[src/hdl/d2q9_pkg.sv]
// d2q9_pkg: shared constants, types and fixed-point helpers for the D2Q9 BGK collision block.
// Depends on nothing; used by d2q9_moments, d2q9_lane and the top level.
package d2q9_pkg;

    localparam int WORD_BITS     = 24;
    localparam int FRACTION_BITS = 20;
    localparam int RATE_BITS     = 22;
    localparam int DIRS          = 9;
    localparam int SUM_BITS      = WORD_BITS + 4;
    localparam int PROD_BITS     = 2 * WORD_BITS;

    typedef logic signed [WORD_BITS-1:0] word_t;
    typedef logic signed [SUM_BITS-1:0]  sum_t;
    typedef logic signed [PROD_BITS-1:0] prod_t;
    typedef logic [RATE_BITS-1:0]        rate_t;

    // Direction classes, used to pick the weight and the projection e.u
    typedef enum logic [3:0] {
        DIR_REST, DIR_E, DIR_N, DIR_W, DIR_S, DIR_NE, DIR_NW, DIR_SW, DIR_SE
    } dir_t;

    localparam word_t W_REST = word_t'(((4 * (2 ** FRACTION_BITS)) + 4) / 9);
    localparam word_t W_AXIS = word_t'(((2 ** FRACTION_BITS) + 4) / 9);
    localparam word_t W_DIAG = word_t'(((2 ** FRACTION_BITS) + 18) / 36);
    localparam word_t C_3    = word_t'(3 * (2 ** FRACTION_BITS));
    localparam word_t C_1P5  = word_t'(3 * (2 ** (FRACTION_BITS - 1)));
    localparam word_t C_4P5  = word_t'(9 * (2 ** (FRACTION_BITS - 1)));

    localparam word_t WORD_MAX = word_t'((2 ** (WORD_BITS - 1)) - 1);
    localparam word_t WORD_MIN = word_t'(-(2 ** (WORD_BITS - 1)));

    // Saturate a wide sum to the word range
    function automatic word_t sat_sum(input sum_t x);
        if (x > sum_t'(WORD_MAX)) begin
            return WORD_MAX;
        end else if (x < sum_t'(WORD_MIN)) begin
            return WORD_MIN;
        end
        return x[WORD_BITS-1:0];
    endfunction

    // Floor-shift a full product by the fraction bits and saturate
    function automatic word_t sat_prod(input prod_t p);
        prod_t s;
        s = p >>> FRACTION_BITS;
        if (s > prod_t'(WORD_MAX)) begin
            return WORD_MAX;
        end else if (s < prod_t'(WORD_MIN)) begin
            return WORD_MIN;
        end
        return s[WORD_BITS-1:0];
    endfunction

    function automatic prod_t mul(input word_t a, input word_t b);
        return prod_t'(a) * prod_t'(b);
    endfunction

endpackage

[src/hdl/d2q9_moments.sv]
// d2q9_moments: merges the nine distributions into density and momenta (saturated).
// Depends on d2q9_pkg. Pure logic; registered by the caller.
module d2q9_moments (
    input  d2q9_pkg::word_t f [d2q9_pkg::DIRS],
    output d2q9_pkg::word_t rho,
    output d2q9_pkg::word_t ux,
    output d2q9_pkg::word_t uy
);
    d2q9_pkg::sum_t s, sx, sy;

    always_comb begin
        s = '0;
        for (int k = 0; k < d2q9_pkg::DIRS; k++) begin
            s = s + d2q9_pkg::sum_t'(f[k]);
        end
        sx = d2q9_pkg::sum_t'(f[1]) - d2q9_pkg::sum_t'(f[3]) + d2q9_pkg::sum_t'(f[5])
           - d2q9_pkg::sum_t'(f[6]) - d2q9_pkg::sum_t'(f[7]) + d2q9_pkg::sum_t'(f[8]);
        sy = d2q9_pkg::sum_t'(f[2]) - d2q9_pkg::sum_t'(f[4]) + d2q9_pkg::sum_t'(f[5])
           + d2q9_pkg::sum_t'(f[6]) - d2q9_pkg::sum_t'(f[7]) - d2q9_pkg::sum_t'(f[8]);
    end

    assign rho = d2q9_pkg::sat_sum(s);
    assign ux  = d2q9_pkg::sat_sum(sx);
    assign uy  = d2q9_pkg::sat_sum(sy);

endmodule

[config.mk]
export PLATFORM = sky130hd
export DESIGN_NAME = d2q9_moments
export DESIGN_NICKNAME = d
export VERILOG_FILES = /design/src/hdl/d2q9_pkg.sv /design/src/hdl/d2q9_moments.sv
export SDC_FILE = /design/constraint.sdc
export NUM_CORES = 1
export LEC_CHECK = 0
export ABC_CLOCK_PERIOD_IN_PS = 7980
export BUFFER_PORTS_ARGS = -buffer_cell sky130_fd_sc_hd__buf_2
export CAP_MARGIN = 15
export CELL_PAD_IN_SITES_DETAIL_PLACEMENT = 0
export CELL_PAD_IN_SITES_GLOBAL_PLACEMENT = 1
export CORE_MARGIN = 5
export CORE_UTILIZATION = 27
export DETAILED_ROUTE_END_ITERATION = 7
export PLACE_DENSITY_LB_ADDON = 0.3
export SETUP_SLACK_MARGIN = 0.3
export SYNTH_ARGS = -nofsm -noshare
export SYNTH_HDL_FRONTEND = slang
export SYNTH_SLANG_ARGS = --single-unit
[constraint.sdc]
create_clock -name vclk -period 7.98
set_clock_uncertainty 0.2 [all_clocks]
set_input_delay 1.596 -clock vclk [all_inputs]
set_output_delay 1.596 -clock vclk [all_outputs]
set_load 0.01 [all_outputs]
* After elaboration in Yosys (flattened, before gate mapping)
Cells that the tools add are included.
** Storage, ports and cells
- Register bits after elaboration :: 0
- Latch bits :: 0
- Bits in writable memories :: 0
- Bits in read-only memories :: 0
- Input bits :: 216
- Output and inout bits :: 72
- Logic and storage cells :: 39
- Memories :: 0
** Cells by class
- $add $sub $neg :: 18
- Multiply operators :: 0
- Divide/modulo/power cells :: 0
- Order comparisons :: 6
- Eq/ne operators :: 0
- Shifts and indexed selects :: 0
- Mux-type cells :: 15
- Bitwise operators :: 0
- Reductions and logical operators :: 0
** Operators by type and width (count)
- $mux W24 :: 9
- $add A28 B24 Y28 :: 5
- $gt A28 B24 Y1 const B :: 3
- $lt A28 B24 Y1 const B :: 3
- $add A25 B24 Y26 :: 3
- $sub A27 B24 Y28 :: 2
- $add A26 B24 Y27 :: 2
- $sub A24 B24 Y25 :: 2
- $add A27 B24 Y28 :: 1
- $sub A28 B24 Y28 :: 1
- $sub A26 B24 Y27 :: 1
- $add A24 B24 Y25 :: 1
- $mux W1 :: 6

* Longest topological paths before layout
- Depth in word-level cells :: 12
- Gate-level depth with buffers :: 21
- Depth with buffers taken out :: 20

* Worst setup path before layout
No wires, ideal clock.
- Path kind :: input -> output
- Start point :: in f[2] (netlist name)
- End point :: out rho[14]
- Arrival :: 6388 ps
- Data required time :: 6184 ps
- Path slack :: -204 ps
- Cell stages on the path :: 21
- Buffers on the path :: 1
- Cell sequence :: inv_1 fa_1 inv_1 fa_1 fa_1 inv_1 fa_1 inv_1 ha_1 inv_1 fa_1 nor2b_1 o31a_1 o21ai_1 o2111a_1 o31ai_1 nor2_1 xnor2_1 o41ai_2 clkbuf_1 o21ai_0
** Between the ends
- Longest elaborated chain between the ends :: 5
- Elaborated cells between the ends (all ways) :: 7
- Classes of those cells :: 1 x add/sub; 2 x order compare; 4 x mux
** Ends and longest elaborated chain
- start: declaration :: RTL line d2q9_moments.sv:4 : input d2q9_pkg::word_t f [d2q9_pkg::DIRS],
- $add A28 B24 Y28 * :: RTL line d2q9_moments.sv:14 : s = s + d2q9_pkg::sum_t'(f[k]);
- $lt A28 B24 Y1 :: RTL line d2q9_pkg.sv:36 : end else if (x < sum_t'(WORD_MIN)) begin
- $mux W1 :: RTL line d2q9_pkg.sv:36
- $mux W1 :: RTL line d2q9_pkg.sv:34 : if (x > sum_t'(WORD_MAX)) begin
- $mux W24 * :: RTL line d2q9_pkg.sv:39 : return x[WORD_BITS-1:0];
- end: declaration :: RTL line d2q9_moments.sv:5 : output d2q9_pkg::word_t rho,
Every way passes the cells marked *; elsewhere a longest branch is shown, timed or not.

* Final worst setup path
- Start point :: in f[194] (netlist name)
- End point :: out rho[9]
** Between the ends
- Longest elaborated chain between the ends :: 12
- Elaborated cells between the ends (all ways) :: 14
- Classes of those cells :: 8 x add/sub; 2 x order compare; 4 x mux
** Ends and longest elaborated chain (RTL line)
- $add A24 B24 Y25 * :: d2q9_moments.sv:14
- $add A25 B24 Y26 * :: d2q9_moments.sv:14
- $add A26 B24 Y27 * :: d2q9_moments.sv:14
- $add A27 B24 Y28 * :: d2q9_moments.sv:14
- $add A28 B24 Y28 * (4 in a row) :: d2q9_moments.sv:14
- $lt A28 B24 Y1 :: d2q9_pkg.sv:36
- $mux W1 :: d2q9_pkg.sv:36
- $mux W1 :: d2q9_pkg.sv:34
- $mux W24 * :: d2q9_pkg.sv:39
Marks and branches as above.

==> report_table.html <==
<table>
<tr><th>Metric</th><th>Value</th></tr>
<tr><th colspan="2">STA</th></tr>
<tr><td>Worst slew slack as a fraction of its limit</td><td>66.4%</td></tr>
<tr><td>Total count of max-transition violations in the final report</td><td>0</td></tr>
<tr><td>Final Hold Violating Endpoints</td><td>0</td></tr>
<tr><td>RSZ-0062 raised after global routing</td><td>true</td></tr>
<tr><td>Highest Clock Rate</td><td>118 MHz</td></tr>
<tr><td>Final Setup Violations</td><td>71</td></tr>
<tr><td>Shortest period the worst path allows</td><td>8.50 ns</td></tr>
<tr><td>Worst Max-Slew Pin Slew</td><td>0.501 ns</td></tr>
<tr><td>Final worst setup slack</td><td>-0.518 ns</td></tr>
<tr><td>Final critical-path share of the clock period</td><td>106%</td></tr>
<tr><th colspan="2">Worst setup path</th></tr>
<tr><td>CP arrival</td><td>6.70 ns</td></tr>
<tr><td>CP Launch Type</td><td>input pin</td></tr>
<tr><td>Cell mode on critical path</td><td>fa_1</td></tr>
<tr><td>Required @ worst endpoint</td><td>6.18 ns</td></tr>
<tr><td>Worst-path cell with the longest stage delay</td><td>fa_1</td></tr>
<tr><td>Crit path largest cell delay</td><td>0.59 ns</td></tr>
<tr><td>Critical path peak fanout</td><td>8</td></tr>
<tr><td>Endpoint class of the critical path</td><td>output pin</td></tr>
<tr><td>Type of the setup path with the least slack</td><td>input pin to output pin</td></tr>
<tr><td>Cells along the critical path</td><td>buf_6 &gt; fa_1 &gt; fa_1 &gt; fa_1 &gt; inv_1 &gt; fa_1 &gt; inv_2 &gt; ha_4 &gt; inv_2 &gt; fa_2 &gt; nor2b_2 &gt; o31a_1 &gt; o21ai_2 &gt; o2111a_2 &gt; o31ai_4 &gt; buf_4 &gt; o41ai_4 &gt; xnor2_2 &gt; o41ai_4 &gt; buf_6 &gt; buf_6 &gt; buf_12 &gt; o21ai_1 &gt; buf_2</td></tr>
<tr><th colspan="2">Cells and area</th></tr>
<tr><td>Seq_cells</td><td>0</td></tr>
<tr><td>Final antenna diode count</td><td>0</td></tr>
<tr><td>Area occupied by multi-input gates</td><td>roughly 13000 sq um</td></tr>
<tr><td>Most frequent cells in the layout</td><td>518 x inv_1, 354 x fa_1, 306 x buf_4, 246 x buf_2, 66 x a21o_1</td></tr>
<tr><td>P&amp;R area growth vs syn</td><td>45.3%</td></tr>
<tr><td>Final-layout fill cell count</td><td>5298</td></tr>
<tr><td>Clk_buf instances</td><td>0</td></tr>
<tr><td>Final core utilization</td><td>roughly 39%</td></tr>
<tr><td>Commonest non-fill, non-tap cell in the layout</td><td>inv_1</td></tr>
<tr><td>Design area</td><td>20600 sq um</td></tr>
<tr><td>Total Nets Final</td><td>2869</td></tr>
<tr><td>Combined flip-flop and latch cell area</td><td>0 sq um</td></tr>
<tr><td>Share of final-layout standard cells stronger than drive strength 1</td><td>36.8%</td></tr>
<tr><th colspan="2">Floorplan</th></tr>
<tr><td>Core region area</td><td>52200 sq um</td></tr>
<tr><td>Die height</td><td>239 um</td></tr>
<tr><td>Placement row count</td><td>84</td></tr>
<tr><td>Horizontal die dimension</td><td>239 um</td></tr>
<tr><td>Ports placed on the boundary</td><td>288</td></tr>
<tr><td>Starting density of the core</td><td>27.1%</td></tr>
<tr><td>Die Outline Area</td><td>57100 sq um</td></tr>
<tr><th colspan="2">Global route</th></tr>
<tr><td>Antenna violations before repair</td><td>0</td></tr>
<tr><td>GRT Resource Usage Total</td><td>roughly 18%</td></tr>
<tr><td>Leftover overflow at the end of global routing</td><td>0</td></tr>
<tr><td>Vias in the first global route</td><td>14529</td></tr>
<tr><td>Largest net degree at the start of global routing</td><td>24</td></tr>
<tr><td>Global-route wire length before repair</td><td>between 70 and 80 mm</td></tr>
<tr><th colspan="2">Synth</th></tr>
<tr><td>Post-Synthesis Mean Instance Area</td><td>slightly below 9 sq um</td></tr>
<tr><td>Number of distinct standard cells referenced by the synthesized netlist</td><td>72</td></tr>
<tr><td>Ranking of synthesized cells by area</td><td>fa_1 52%, inv_1 15%, ha_1 7.4%</td></tr>
<tr><td>Top-area cell type share of the netlist area</td><td>51.9%</td></tr>
<tr><td>Sequential fraction of the synthesis area</td><td>0%</td></tr>
<tr><td>Ys Warns</td><td>0</td></tr>
<tr><td>Synthesized instance count</td><td>between 1500 and 2000</td></tr>
<tr><td>Leading area contributor after synthesis</td><td>fa_1</td></tr>
<tr><td>Area of the mapped netlist</td><td>14200 sq um</td></tr>
<tr><td>Synthesized netlist net count</td><td>2253</td></tr>
<tr><th colspan="2">Route</th></tr>
<tr><td>Vias</td><td>12590</td></tr>
<tr><td>Detail-routed via count per cell</td><td>4.36</td></tr>
<tr><td>Post-route antenna net violation count</td><td>0</td></tr>
<tr><td>Total Wirelength</td><td>50.3 mm</td></tr>
<tr><td>Drt pass-1 iters</td><td>5</td></tr>
<tr><td>Number of remaining DRC errors</td><td>0</td></tr>
<tr><td>Per-cell routed wire length</td><td>~17 um</td></tr>
<tr><td>First-iteration detailed-routing DRC count</td><td>383</td></tr>
<tr><th colspan="2">Hold path</th></tr>
<tr><td>Worst min path class</td><td>input pin to output pin</td></tr>
<tr><th colspan="2">Place</th></tr>
<tr><td>Detailed-placement wirelength estimate</td><td>46.0 mm</td></tr>
<tr><td>Post-Place Setup Slack</td><td>-0.742 ns</td></tr>
<tr><td>Standard cell area after detailed placement</td><td>roughly 19000 sq um</td></tr>
<tr><td>Count of input and output buffers</td><td>288</td></tr>
<tr><td>Weighted congestion at the end of routability-driven global placement</td><td>between 0.8 and 0.9</td></tr>
<tr><th colspan="2">Flow run</th></tr>
<tr><td>Number of maximum-capacitance constraint violations</td><td>0</td></tr>
<tr><th colspan="2">Status</th></tr>
<tr><td>Violated checks</td><td>setup timing</td></tr>
<tr><td>Outcome</td><td>finished, violations left</td></tr>
<tr><th colspan="2">Clock tree</th></tr>
<tr><td>Hold buffers post-CTS</td><td>0</td></tr>
</table>
## Yosys cell counts (10+ instances only)
cell type / count
clkbuf_1: 21
nor2_1: 45
ha_1: 84
nand4_1: 11
xor2_1: 24
a31oi_1: 10
fa_1: 367
a21o_1: 66
xnor2_1: 39
a21oi_1: 61
inv_1: 567
nand2_1: 48
nand3_1: 20
o21bai_1: 12
o21ai_0: 52
## critical path: cells and delay by family
family / cells / cell delay, ns
AO/OA/AOI/OAI: 7 / 1.49
AND/OR/NAND/NOR: 1 / 0.06
XOR/XNOR: 1 / 0.16
adder cells (fa/ha/maj): 6 / 2.46
buffers and inverters: 9 / 0.92
## what timing repair did
item                                    in CTS  in global routing
endpoints found under the setup margin      72                 71
cloned                                       9                  2
gates resized for setup                    212                 62
buffers inserted                            33                  9
pin swaps                                   82                 59
## metrics by stage
step | cells | setup TNS, ns | hold slack, ns
after floorplan | 1586 | -1.02 | 3.41
after global placement | 2835 | -31.00 | 3.65
after detailed placement | 2835 | -33.29 | 3.63
after CTS | 2877 | -22.04 | 3.64
after global routing | 2888 | -32.21 | 3.69
final | 2888 | -21.74 | 3.63
## metal layers
| metal | global-route usage [%] | wire length (um) | vias to the layer above |
|---|---|---|---|
| met1 | 22.9 | 21400 | 6293 |
| met2 | 32.6 | 26100 | 245 |
| met3 | 0.831 | 1500 | 40 |
| li1 | - | - | 6012 |
| met4 | 3.54 | 1340 | 0 |
| met5 | 0 | 0 | - |
## worst paths after layout
path | from | to | slack (ns) | cells past startpoint
worst max-delay path | f[194] | rho[9] | -0.52 | 24
worst min-delay path | f[192] | rho[0] | 3.63 | 6
## area by class of cell
class              count  share of cell area, %
repair buffers       643                   23.4
multi-input cells    990                   62.1
inverters            567                   10.4
well taps            688                   4.19
## kinds of logic after synthesis
group           synth area share (%)
fa+ha+maj                       59.3
buf+inv                         16.1
compound gates                  14.2
mux                            0.150
simple gates                    6.29
xor+xnor                        3.90
Power is not shown: default switching activity piles up to over one toggle a cycle in this logic, so the estimate is an artifact.
