--- src/hdl/d2q9_pkg.sv ---
// d2q9_pkg: shared constants, types and fixed-point helpers for the D2Q9 BGK collision block.
// Depends on nothing; used by d2q9_moments, d2q9_lane and the top level.
package d2q9_pkg;

    localparam int WORD_BITS     = 24;
    localparam int FRACTION_BITS = 20;
    localparam int RATE_BITS     = 22;
    localparam int DIRS          = 9;
    localparam int SUM_BITS      = WORD_BITS + 4;
    localparam int PROD_BITS     = 2 * WORD_BITS;

    typedef logic signed [WORD_BITS-1:0] word_t;
    typedef logic signed [SUM_BITS-1:0]  sum_t;
    typedef logic signed [PROD_BITS-1:0] prod_t;
    typedef logic [RATE_BITS-1:0]        rate_t;

    // Direction classes, used to pick the weight and the projection e.u
    typedef enum logic [3:0] {
        DIR_REST, DIR_E, DIR_N, DIR_W, DIR_S, DIR_NE, DIR_NW, DIR_SW, DIR_SE
    } dir_t;

    localparam word_t W_REST = word_t'(((4 * (2 ** FRACTION_BITS)) + 4) / 9);
    localparam word_t W_AXIS = word_t'(((2 ** FRACTION_BITS) + 4) / 9);
    localparam word_t W_DIAG = word_t'(((2 ** FRACTION_BITS) + 18) / 36);
    localparam word_t C_3    = word_t'(3 * (2 ** FRACTION_BITS));
    localparam word_t C_1P5  = word_t'(3 * (2 ** (FRACTION_BITS - 1)));
    localparam word_t C_4P5  = word_t'(9 * (2 ** (FRACTION_BITS - 1)));

    localparam word_t WORD_MAX = word_t'((2 ** (WORD_BITS - 1)) - 1);
    localparam word_t WORD_MIN = word_t'(-(2 ** (WORD_BITS - 1)));

    // Saturate a wide sum to the word range
    function automatic word_t sat_sum(input sum_t x);
        if (x > sum_t'(WORD_MAX)) begin
            return WORD_MAX;
        end else if (x < sum_t'(WORD_MIN)) begin
            return WORD_MIN;
        end
        return x[WORD_BITS-1:0];
    endfunction

    // Floor-shift a full product by the fraction bits and saturate
    function automatic word_t sat_prod(input prod_t p);
        prod_t s;
        s = p >>> FRACTION_BITS;
        if (s > prod_t'(WORD_MAX)) begin
            return WORD_MAX;
        end else if (s < prod_t'(WORD_MIN)) begin
            return WORD_MIN;
        end
        return s[WORD_BITS-1:0];
    endfunction

    function automatic prod_t mul(input word_t a, input word_t b);
        return prod_t'(a) * prod_t'(b);
    endfunction

endpackage

--- src/hdl/d2q9_lane.sv ---
// d2q9_lane: one direction's equilibrium and relaxation, four pipeline stages, stall by enable.
// Depends on d2q9_pkg. Instantiated nine times by the top level.
module d2q9_lane (
    input  logic             aclk,
    input  logic             en,
    input  d2q9_pkg::dir_t   dir,
    input  d2q9_pkg::word_t  f_in,
    input  d2q9_pkg::word_t  rho_in,
    input  d2q9_pkg::word_t  ux_in,
    input  d2q9_pkg::word_t  uy_in,
    input  d2q9_pkg::word_t  uu_in,
    input  d2q9_pkg::rate_t  omega,
    output d2q9_pkg::word_t  post
);
    d2q9_pkg::sum_t  eu_sum;
    d2q9_pkg::word_t eu, wk;

    // stage A: eu and its products
    d2q9_pkg::word_t f_a_reg, rho_a_reg, eu3_a_reg, uu15_a_reg, eu2_a_reg;
    // stage B: bracket
    d2q9_pkg::word_t f_b_reg, br_b_reg;
    // stage C: feq and difference
    d2q9_pkg::word_t f_c_reg, d_c_reg;
    // stage D: relaxed output
    d2q9_pkg::word_t post_reg;

    d2q9_pkg::word_t eu2q;
    d2q9_pkg::sum_t  br_sum, d_sum, post_sum;
    d2q9_pkg::prod_t od;

    always_comb begin
        unique case (dir)
            d2q9_pkg::DIR_REST: eu_sum = '0;
            d2q9_pkg::DIR_E:    eu_sum = d2q9_pkg::sum_t'(ux_in);
            d2q9_pkg::DIR_N:    eu_sum = d2q9_pkg::sum_t'(uy_in);
            d2q9_pkg::DIR_W:    eu_sum = -d2q9_pkg::sum_t'(ux_in);
            d2q9_pkg::DIR_S:    eu_sum = -d2q9_pkg::sum_t'(uy_in);
            d2q9_pkg::DIR_NE:   eu_sum = d2q9_pkg::sum_t'(ux_in) + d2q9_pkg::sum_t'(uy_in);
            d2q9_pkg::DIR_NW:   eu_sum = d2q9_pkg::sum_t'(uy_in) - d2q9_pkg::sum_t'(ux_in);
            d2q9_pkg::DIR_SW:   eu_sum = -d2q9_pkg::sum_t'(ux_in) - d2q9_pkg::sum_t'(uy_in);
            d2q9_pkg::DIR_SE:   eu_sum = d2q9_pkg::sum_t'(ux_in) - d2q9_pkg::sum_t'(uy_in);
            default:            eu_sum = '0;
        endcase
        unique case (dir) inside
            d2q9_pkg::DIR_REST:                    wk = d2q9_pkg::W_REST;
            d2q9_pkg::DIR_E, d2q9_pkg::DIR_N,
            d2q9_pkg::DIR_W, d2q9_pkg::DIR_S:      wk = d2q9_pkg::W_AXIS;
            default:                               wk = d2q9_pkg::W_DIAG;
        endcase
    end

    assign eu   = d2q9_pkg::sat_sum(eu_sum);
    assign eu2q = d2q9_pkg::sat_prod(d2q9_pkg::mul(eu, eu));

    // eu^2 is registered before the 4.5 multiply
    d2q9_pkg::word_t eu2_45;
    assign eu2_45 = d2q9_pkg::sat_prod(d2q9_pkg::mul(eu2_a_reg, d2q9_pkg::C_4P5));
    assign br_sum = d2q9_pkg::sum_t'(rho_a_reg) + d2q9_pkg::sum_t'(eu3_a_reg)
                  - d2q9_pkg::sum_t'(uu15_a_reg) + d2q9_pkg::sum_t'(eu2_45);

    d2q9_pkg::word_t wk_b_reg, feq;
    assign feq   = d2q9_pkg::sat_prod(d2q9_pkg::mul(wk_b_reg, br_b_reg));
    assign d_sum = d2q9_pkg::sum_t'(feq) - d2q9_pkg::sum_t'(f_b_reg);

    // omega is at most 22 bits unsigned, fits the signed product
    assign od = d2q9_pkg::prod_t'({1'b0, omega}) * d2q9_pkg::prod_t'(d_c_reg);
    assign post_sum = d2q9_pkg::sum_t'(f_c_reg) + d2q9_pkg::sum_t'(d2q9_pkg::sat_prod(od));

    d2q9_pkg::word_t wk_a_reg;

    always_ff @(posedge aclk) begin
        if (en) begin
            f_a_reg    <= f_in;
            rho_a_reg  <= rho_in;
            wk_a_reg   <= wk;
            eu3_a_reg  <= d2q9_pkg::sat_prod(d2q9_pkg::mul(eu, d2q9_pkg::C_3));
            uu15_a_reg <= d2q9_pkg::sat_prod(d2q9_pkg::mul(uu_in, d2q9_pkg::C_1P5));
            eu2_a_reg  <= eu2q;
            f_b_reg    <= f_a_reg;
            wk_b_reg   <= wk_a_reg;
            br_b_reg   <= d2q9_pkg::sat_sum(br_sum);
            f_c_reg    <= f_b_reg;
            d_c_reg    <= d2q9_pkg::sat_sum(d_sum);
            post_reg   <= d2q9_pkg::sat_sum(post_sum);
        end
    end

    assign post = post_reg;

endmodule

--- config.mk ---
export PLATFORM = sky130hd
export DESIGN_NAME = d2q9_lane
export DESIGN_NICKNAME = d
export VERILOG_FILES = /design/src/hdl/d2q9_pkg.sv /design/src/hdl/d2q9_lane.sv
export SDC_FILE = /design/constraint.sdc
export NUM_CORES = 2
export LEC_CHECK = 0
export BUFFER_PORTS_ARGS = -buffer_cell sky130_fd_sc_hd__buf_2
export CAP_MARGIN = 20
export CORE_ASPECT_RATIO = 1.2
export CORE_MARGIN = 4
export CORE_UTILIZATION = 55
export DETAILED_ROUTE_END_ITERATION = 10
export PLACE_DENSITY_LB_ADDON = 0.05
export SLEW_MARGIN = 20
export SYNTH_ARGS = -nofsm -noshare
export SYNTH_HDL_FRONTEND = slang
export SYNTH_SLANG_ARGS = --single-unit
--- constraint.sdc ---
create_clock -name aclk -period 21.4 [get_ports aclk]
set_input_delay 5.35 -clock aclk [delete_from_list [all_inputs] [get_ports aclk]]
set_output_delay 5.35 -clock aclk [all_outputs]
set_load 0.01 [all_outputs]
**After elaboration in Yosys (flattened, before gate mapping)**

Cells that the tools add are included.
Widths: inputs -> output; s select.

- Add/sub/neg operators: 11
- Multiply operators: 6
- $lt $le $gt $ge: 20
- Equality and inequality tests: 8
- Mux-type cells: 57
- Reductions and logical operators: 2

Operators with widths:

| cell | number |
|---|---|
| $mux 24 | 30 |
| $pmux 28 s8 | 1 |
| $gt 28x24->1 const B | 4 |
| $lt 28x24->1 const B | 4 |
| $mul 24x24->48 | 2 |
| $gt 27x24->1 const B | 3 |
| $lt 27x24->1 const B | 3 |
| $add 24x24->25 | 3 |
| $sub 24x24->25 | 3 |
| $neg 24->28 | 2 |
| $mul 24x3->27 const B | 2 |
| $gt 25x24->1 const B | 2 |
| $lt 25x24->1 const B | 2 |
| $mul 23x24->47 | 1 |
| $pmux 19 s2 | 1 |
| $mul 24x5->29 const B | 1 |
| $sub 28x24->28 | 1 |
| $add 26x24->27 | 1 |
| $gt 26x24->1 const B | 1 |
| $lt 26x24->1 const B | 1 |
| $sub 25x24->26 | 1 |
| $mux 1 | 25 |
| $eq 4x3->1 const B | 4 |
| $eq 4x2->1 const B | 2 |
| other kinds (4) | 4 |

- Register bits after elaboration: 288
- Input port bits: 148
- Output and inout port bits: 24
- Logic and storage cells: 116

**Depth between registers and ports, before layout**

- Word-level depth: 13
- Depth in mapped cells: 57
- Mapped depth without buffers: 52

**Worst setup path after synthesis**

No wires, ideal clock.

- Kind: input port to flip-flop
- From: input ux_in[12]
- To: register eu2_a_reg[11] (data pin)
- Data arrival time: 16.926 ns
- Data required time: 21.146 ns
- Slack: 4.220 ns
- Stages: 52
- Path buffers: 3
- Path through: or4_1 > nor2_2 > nand4_1 > or4_1 > or3_1 > xnor2_1 > ha_1 > a21o_1 > a31o_2 > nor2_1 > nand2_1 > o21ai_0 > xor2_1 > o21ai_2 > nor3_1 > a21oi_1 > clkbuf_1 > a2111oi_0 > (+16 left out) > a21o_1 > o21bai_1 > a21oi_1 > nor2b_1 > o21ai_0 > nand2b_1 > a21oi_1 > a21boi_0 > o31a_1 > inv_1 > nand4_4 > a21oi_4 > or2_4 > a311oi_2 > xnor2_1 > o31a_1 > buf_6 > a21o_1

- Word-level cells in the longest chain between the ends: 12

Ends and longest elaborated chain:

| element | line | text |
|---|---|---|
| start, declared | d2q9_lane.sv:9 | `input d2q9_pkg::word_t ux_in,` |
| $neg 24->28 | d2q9_lane.sv:36, d2q9_lane.sv:40 |  |
| $sub 28x24->28 | d2q9_lane.sv:40 | `d2q9_pkg::DIR_SW: eu_sum = -d2q9_pkg::sum_t'(ux_in) - d2q9_pkg::sum_t'(uy_in);` |
| $pmux 28 s8 (*) | d2q9_lane.sv:32 | `unique case (dir)` |
| $lt 28x24->1 | d2q9_pkg.sv:36 | `end else if (x < sum_t'(WORD_MIN)) begin` |
| $mux 1 | d2q9_pkg.sv:36 |  |
| $mux 1 | d2q9_pkg.sv:34 | `if (x > sum_t'(WORD_MAX)) begin` |
| $mux 24 (*) | d2q9_pkg.sv:39 | `return x[WORD_BITS-1:0];` |
| $mul 24x24->48 (*) | d2q9_pkg.sv:55 | `return prod_t'(a) * prod_t'(b);` |
| $lt 28x24->1 | d2q9_pkg.sv:48 | `end else if (s < prod_t'(WORD_MIN)) begin` |
| $mux 1 | d2q9_pkg.sv:48 |  |
| $mux 1 | d2q9_pkg.sv:46 | `if (s > prod_t'(WORD_MAX)) begin` |
| $mux 24 (*) | d2q9_pkg.sv:51 | `return s[WORD_BITS-1:0];` |
| named net eu2q[11] | d2q9_lane.sv:27 | `d2q9_pkg::word_t eu2q;` |
| end signal, assigned | d2q9_lane.sv:78 | `eu2_a_reg <= eu2q;` |
| end, declared | d2q9_lane.sv:19 | `d2q9_pkg::word_t f_a_reg, rho_a_reg, eu3_a_reg, uu15_a_reg, eu2_a_reg;` |

Mark *: on every way through the listed nets, which the timed path passes. The rest lies on a longest branch.
A chain may end at the register's enable or synchronous reset.

**Worst setup path in the final report**

- From: input ux_in[12]
- To: register eu2_a_reg[0] (data pin)

The elaborated chain is that of the path after synthesis.

==> out/metrics.csv <==
stage;metric;value;unit
worst_setup_path;setup.worst_path.end;eu2_a_reg[0]$_DFFE_PP_;
global_route;first_global_vias;60240;
clock_network;cts_resized;0;
worst_setup_path;crit_type;in2reg;
yosys;synth.ff_latch_count;252;
floorplan;top_level_ports;172;
global_route;grt_first_pass_wirelength;352400;µm
worst_setup_path;crit_path_max_fanout;23;
clock_network;clock_path_buffers;3;
timing;period_needed;19.19;ns
finish;multi_input_area;57790;µm²
finish;finalNonFillerCells;9776;
yosys;ys_seq_area_frac;0.1029;
yosys;synth_cell_types;109;
placement;dp_hpwl;191900;µm
route;avgViaCountPerCell;5.635;
route;drc;0;
global_route;grt_max_degree;113;
yosys;syn_area_per_cell;9.267;µm²
worst_setup_path;timing.rr.start;wk_b_reg[16]$_DFFE_PP_;
yosys;synth_area;73540;µm²
clock_network;clkTransAtPathRegs;0.08;ns
timing;rsz0062_at_grt;false;
worst_setup_path;critical_path.startpoint_type;input port;
timing;max_freq;52.12;MHz
timing;setup_viol;0;
worst_hold_path;worstHoldPathType;reg2reg;
run;maxCapViolCount;0;
finish;final_nets;10360;
route;wl_met1;85020;µm
finish;num_antenna_cells;0;
route;drtAntennaViolNets;0;
global_route;grt_overflow_total;0;
worst_setup_path;cpPeakStageDelay;0.86;ns
timing;tightest_slew;1.221;ns
finish;drive_above_1_share;0.04825;
finish;seq_area;7567;µm²
floorplan;fp-row-count;146;
route;dr.pass1.iters;5;
finish;fin_util;0.5840;
route;drt-wirelength-per-cell;23.26;µm
worst_setup_path;slowest_stage;o31a_1;
clock_network;cts_sinks;252;
timing;hold_violations;0;
worst_setup_path;critPathRequiredTime;21.87;ns
clock_network;cts_made_buffers;29;
timing;min_period_over_period;0.8965;
floorplan;die_area;139700;µm²
floorplan;start_util;0.5553;
clock_network;ctsHoldBuffers;0;
route;wirelength;227400;µm
clock_network;post_cts_buffers;0;
clock_network;cts_tree;yes;
timing;timing.final.ws_setup;2.214;ns
yosys;synth_warnings;0;
route;met3_length;12570;µm
route;drtIter0Drc;3658;
worst_setup_path;path_common_cell;fa_1;
timing;finalClockSkew;0.03552;ns
placement;place_congestion;1.014;
placement;port_buffers;171;
route;wl_met2;111200;µm
floorplan;core;132400;µm²
worst_setup_path;r2r_setup_slack;7.24;ns
finish;fill_cells;12060;
finish;area_delta_synth_final;5.170;%
route;routed.top_layer;met4;
clock_network;h-tree-depth;1;
clock_network;cts_root_buf;clkbuf_16;
timing;tns;0;ns
worst_setup_path;crit_path_end_kind;register;
route;via_count;55090;
yosys;synthFlopType;edfxtp_1;
floorplan;fp.dieH;408.6;µm
placement;dp_slack;1.879;ns
placement;dp_cells;9724;
yosys;synth_enable_flop_cells;252;
worst_setup_path;cp.arrival;19.65;ns
status;outcome;finished, final reports clean;
timing;maxSlewViolCount;0;
worst_setup_path;critPathLaunch;ux_in[12];
global_route;grtUsageTotal;0.3325;
global_route;antenna_found_initial;3;
timing;relSlewSlack;0.1861;
floorplan;fp.dieW;341.8;µm
worst_setup_path;reg2regPathDepth;47;
yosys;netlist_instances;7936;
worst_setup_path;r2r_end;d_c_reg[14]$_DFFE_PP_;
yosys;async_flop_share;0;
clock_network;worst_skew_pair.late_latency;0.63;ns
placed cells by master (no fill, tap or decap), types with 27 or more instances in the layout:
cell       count
o21bai_1      42
nand2b_1      42
a21o_1       181
clkbuf_16     29
nor2b_1       49
and2_1       304
xnor2_1      205
or3_1         32
o21ai_0      270
o31ai_1       27
xor2_1        87
a21oi_1      303
nor3_1        66
nor2_1       308
o21a_1        48
ha_1         776
buf_2        170
edfxtp_1     252
and3_1        34
fa_1        1459
inv_1       1950
buf_4         80
nand2_1      746
nand4_1       35
nand3_1       58
metal layers:
layer	GRT usage	vias to the layer above
li1	-	24780
met4	0.2147	0
met2	0.5720	1866
met3	0.03623	613
met5	0	-
met1	0.3966	27830
worst max-delay path: cells and delay by family:
kind            cells  cell delay (ns)
compound gates     16             4.62
xor+xnor            2             0.40
fa+ha+maj           9             4.24
buf+inv             7             1.31
simple gates       13             3.68
through the flow:
stage	area, µm²	hold WS [ns]
floorplan	73540	0.4003
global placement	76360	0.4014
detailed placement	76400	0.4045
CTS	77320	0.4151
global route	77340	0.4192
finish	77340	0.4113
synthesized netlist by cell type, types with 13 or more instances:
library cell / count / share of area
nand4_1: 35 / 0.0030
a31o_2: 13 / 0.0015
a21oi_1: 305 / 0.021
a211oi_1: 29 / 0.0030
nand2_1: 746 / 0.038
nand3_1: 58 / 0.0039
nor3_1: 66 / 0.0045
and2_1: 304 / 0.026
nor4_1: 14 / 0.0012
ha_1: 776 / 0.13
a221oi_1: 24 / 0.0029
o21a_1: 48 / 0.0049
fa_1: 1459 / 0.40
or2_2: 17 / 0.0014
a21boi_0: 20 / 0.0020
nand2b_1: 42 / 0.0036
nor2_1: 308 / 0.016
o211ai_1: 19 / 0.0019
nor2b_1: 49 / 0.0042
o22ai_1: 18 / 0.0015
a31oi_1: 28 / 0.0024
o221ai_1: 15 / 0.0018
a21o_1: 181 / 0.018
xor2_1: 87 / 0.010
and3_1: 34 / 0.0029
inv_1: 1950 / 0.10
o21ai_0: 273 / 0.019
or3_1: 32 / 0.0027
o21bai_1: 42 / 0.0043
o31ai_1: 29 / 0.0030
a22oi_1: 16 / 0.0016
clkbuf_1: 223 / 0.011
edfxtp_1: 252 / 0.10
xnor2_1: 205 / 0.024
area by class of cell:
cell class                      count  share of cell area
Timing Repair Buffer              252             0.01932
Tap cell                         1776             0.02873
Inverter                         1960             0.09512
Clock buffer                       32            0.009528
Clock inverter                     20            0.002281
Sequential cell                   252             0.09784
Multi-Input combinational cell   5484              0.7472
kinds of logic (layout without fill, tap and decap cells):
kind of cell / Yosys count / after routing / share of synthesized area
XOR/XNOR: 292 / 292 / 0.03478
multiplexers: 8 / 8 / 0.001123
AND/OR/NAND/NOR: 1757 / 1757 / 0.1134
other: 1 / 2 / 0.00005099
adder cells (fa/ha/maj): 2238 / 2238 / 0.5296
buffers and inverters: 2201 / 2264 / 0.1128
AO/OA/AOI/OAI: 1187 / 1187 / 0.1053
flip-flops: 252 / 252 / 0.1029
worst min path at each step:
stage / from / end / slack, ns / depth (start not counted)
2_1_floorplan: f_a_reg[0]$_DFFE_PP_ / f_b_reg[0]$_DFFE_PP_ / 0.40 / 0
3_3_place_gp: f_a_reg[19]$_DFFE_PP_ / f_b_reg[19]$_DFFE_PP_ / 0.40 / 0
3_5_place_dp: f_a_reg[3]$_DFFE_PP_ / f_b_reg[3]$_DFFE_PP_ / 0.40 / 0
4_1_cts: f_a_reg[22]$_DFFE_PP_ / f_b_reg[22]$_DFFE_PP_ / 0.42 / 0
5_1_grt: wk_a_reg[16]$_DFFE_PP_ / wk_b_reg[16]$_DFFE_PP_ / 0.42 / 0
6_report: f_a_reg[22]$_DFFE_PP_ / f_b_reg[22]$_DFFE_PP_ / 0.41 / 0
Power is not shown: default switching activity piles up to over one toggle a cycle in this logic, so the estimate is an artifact.
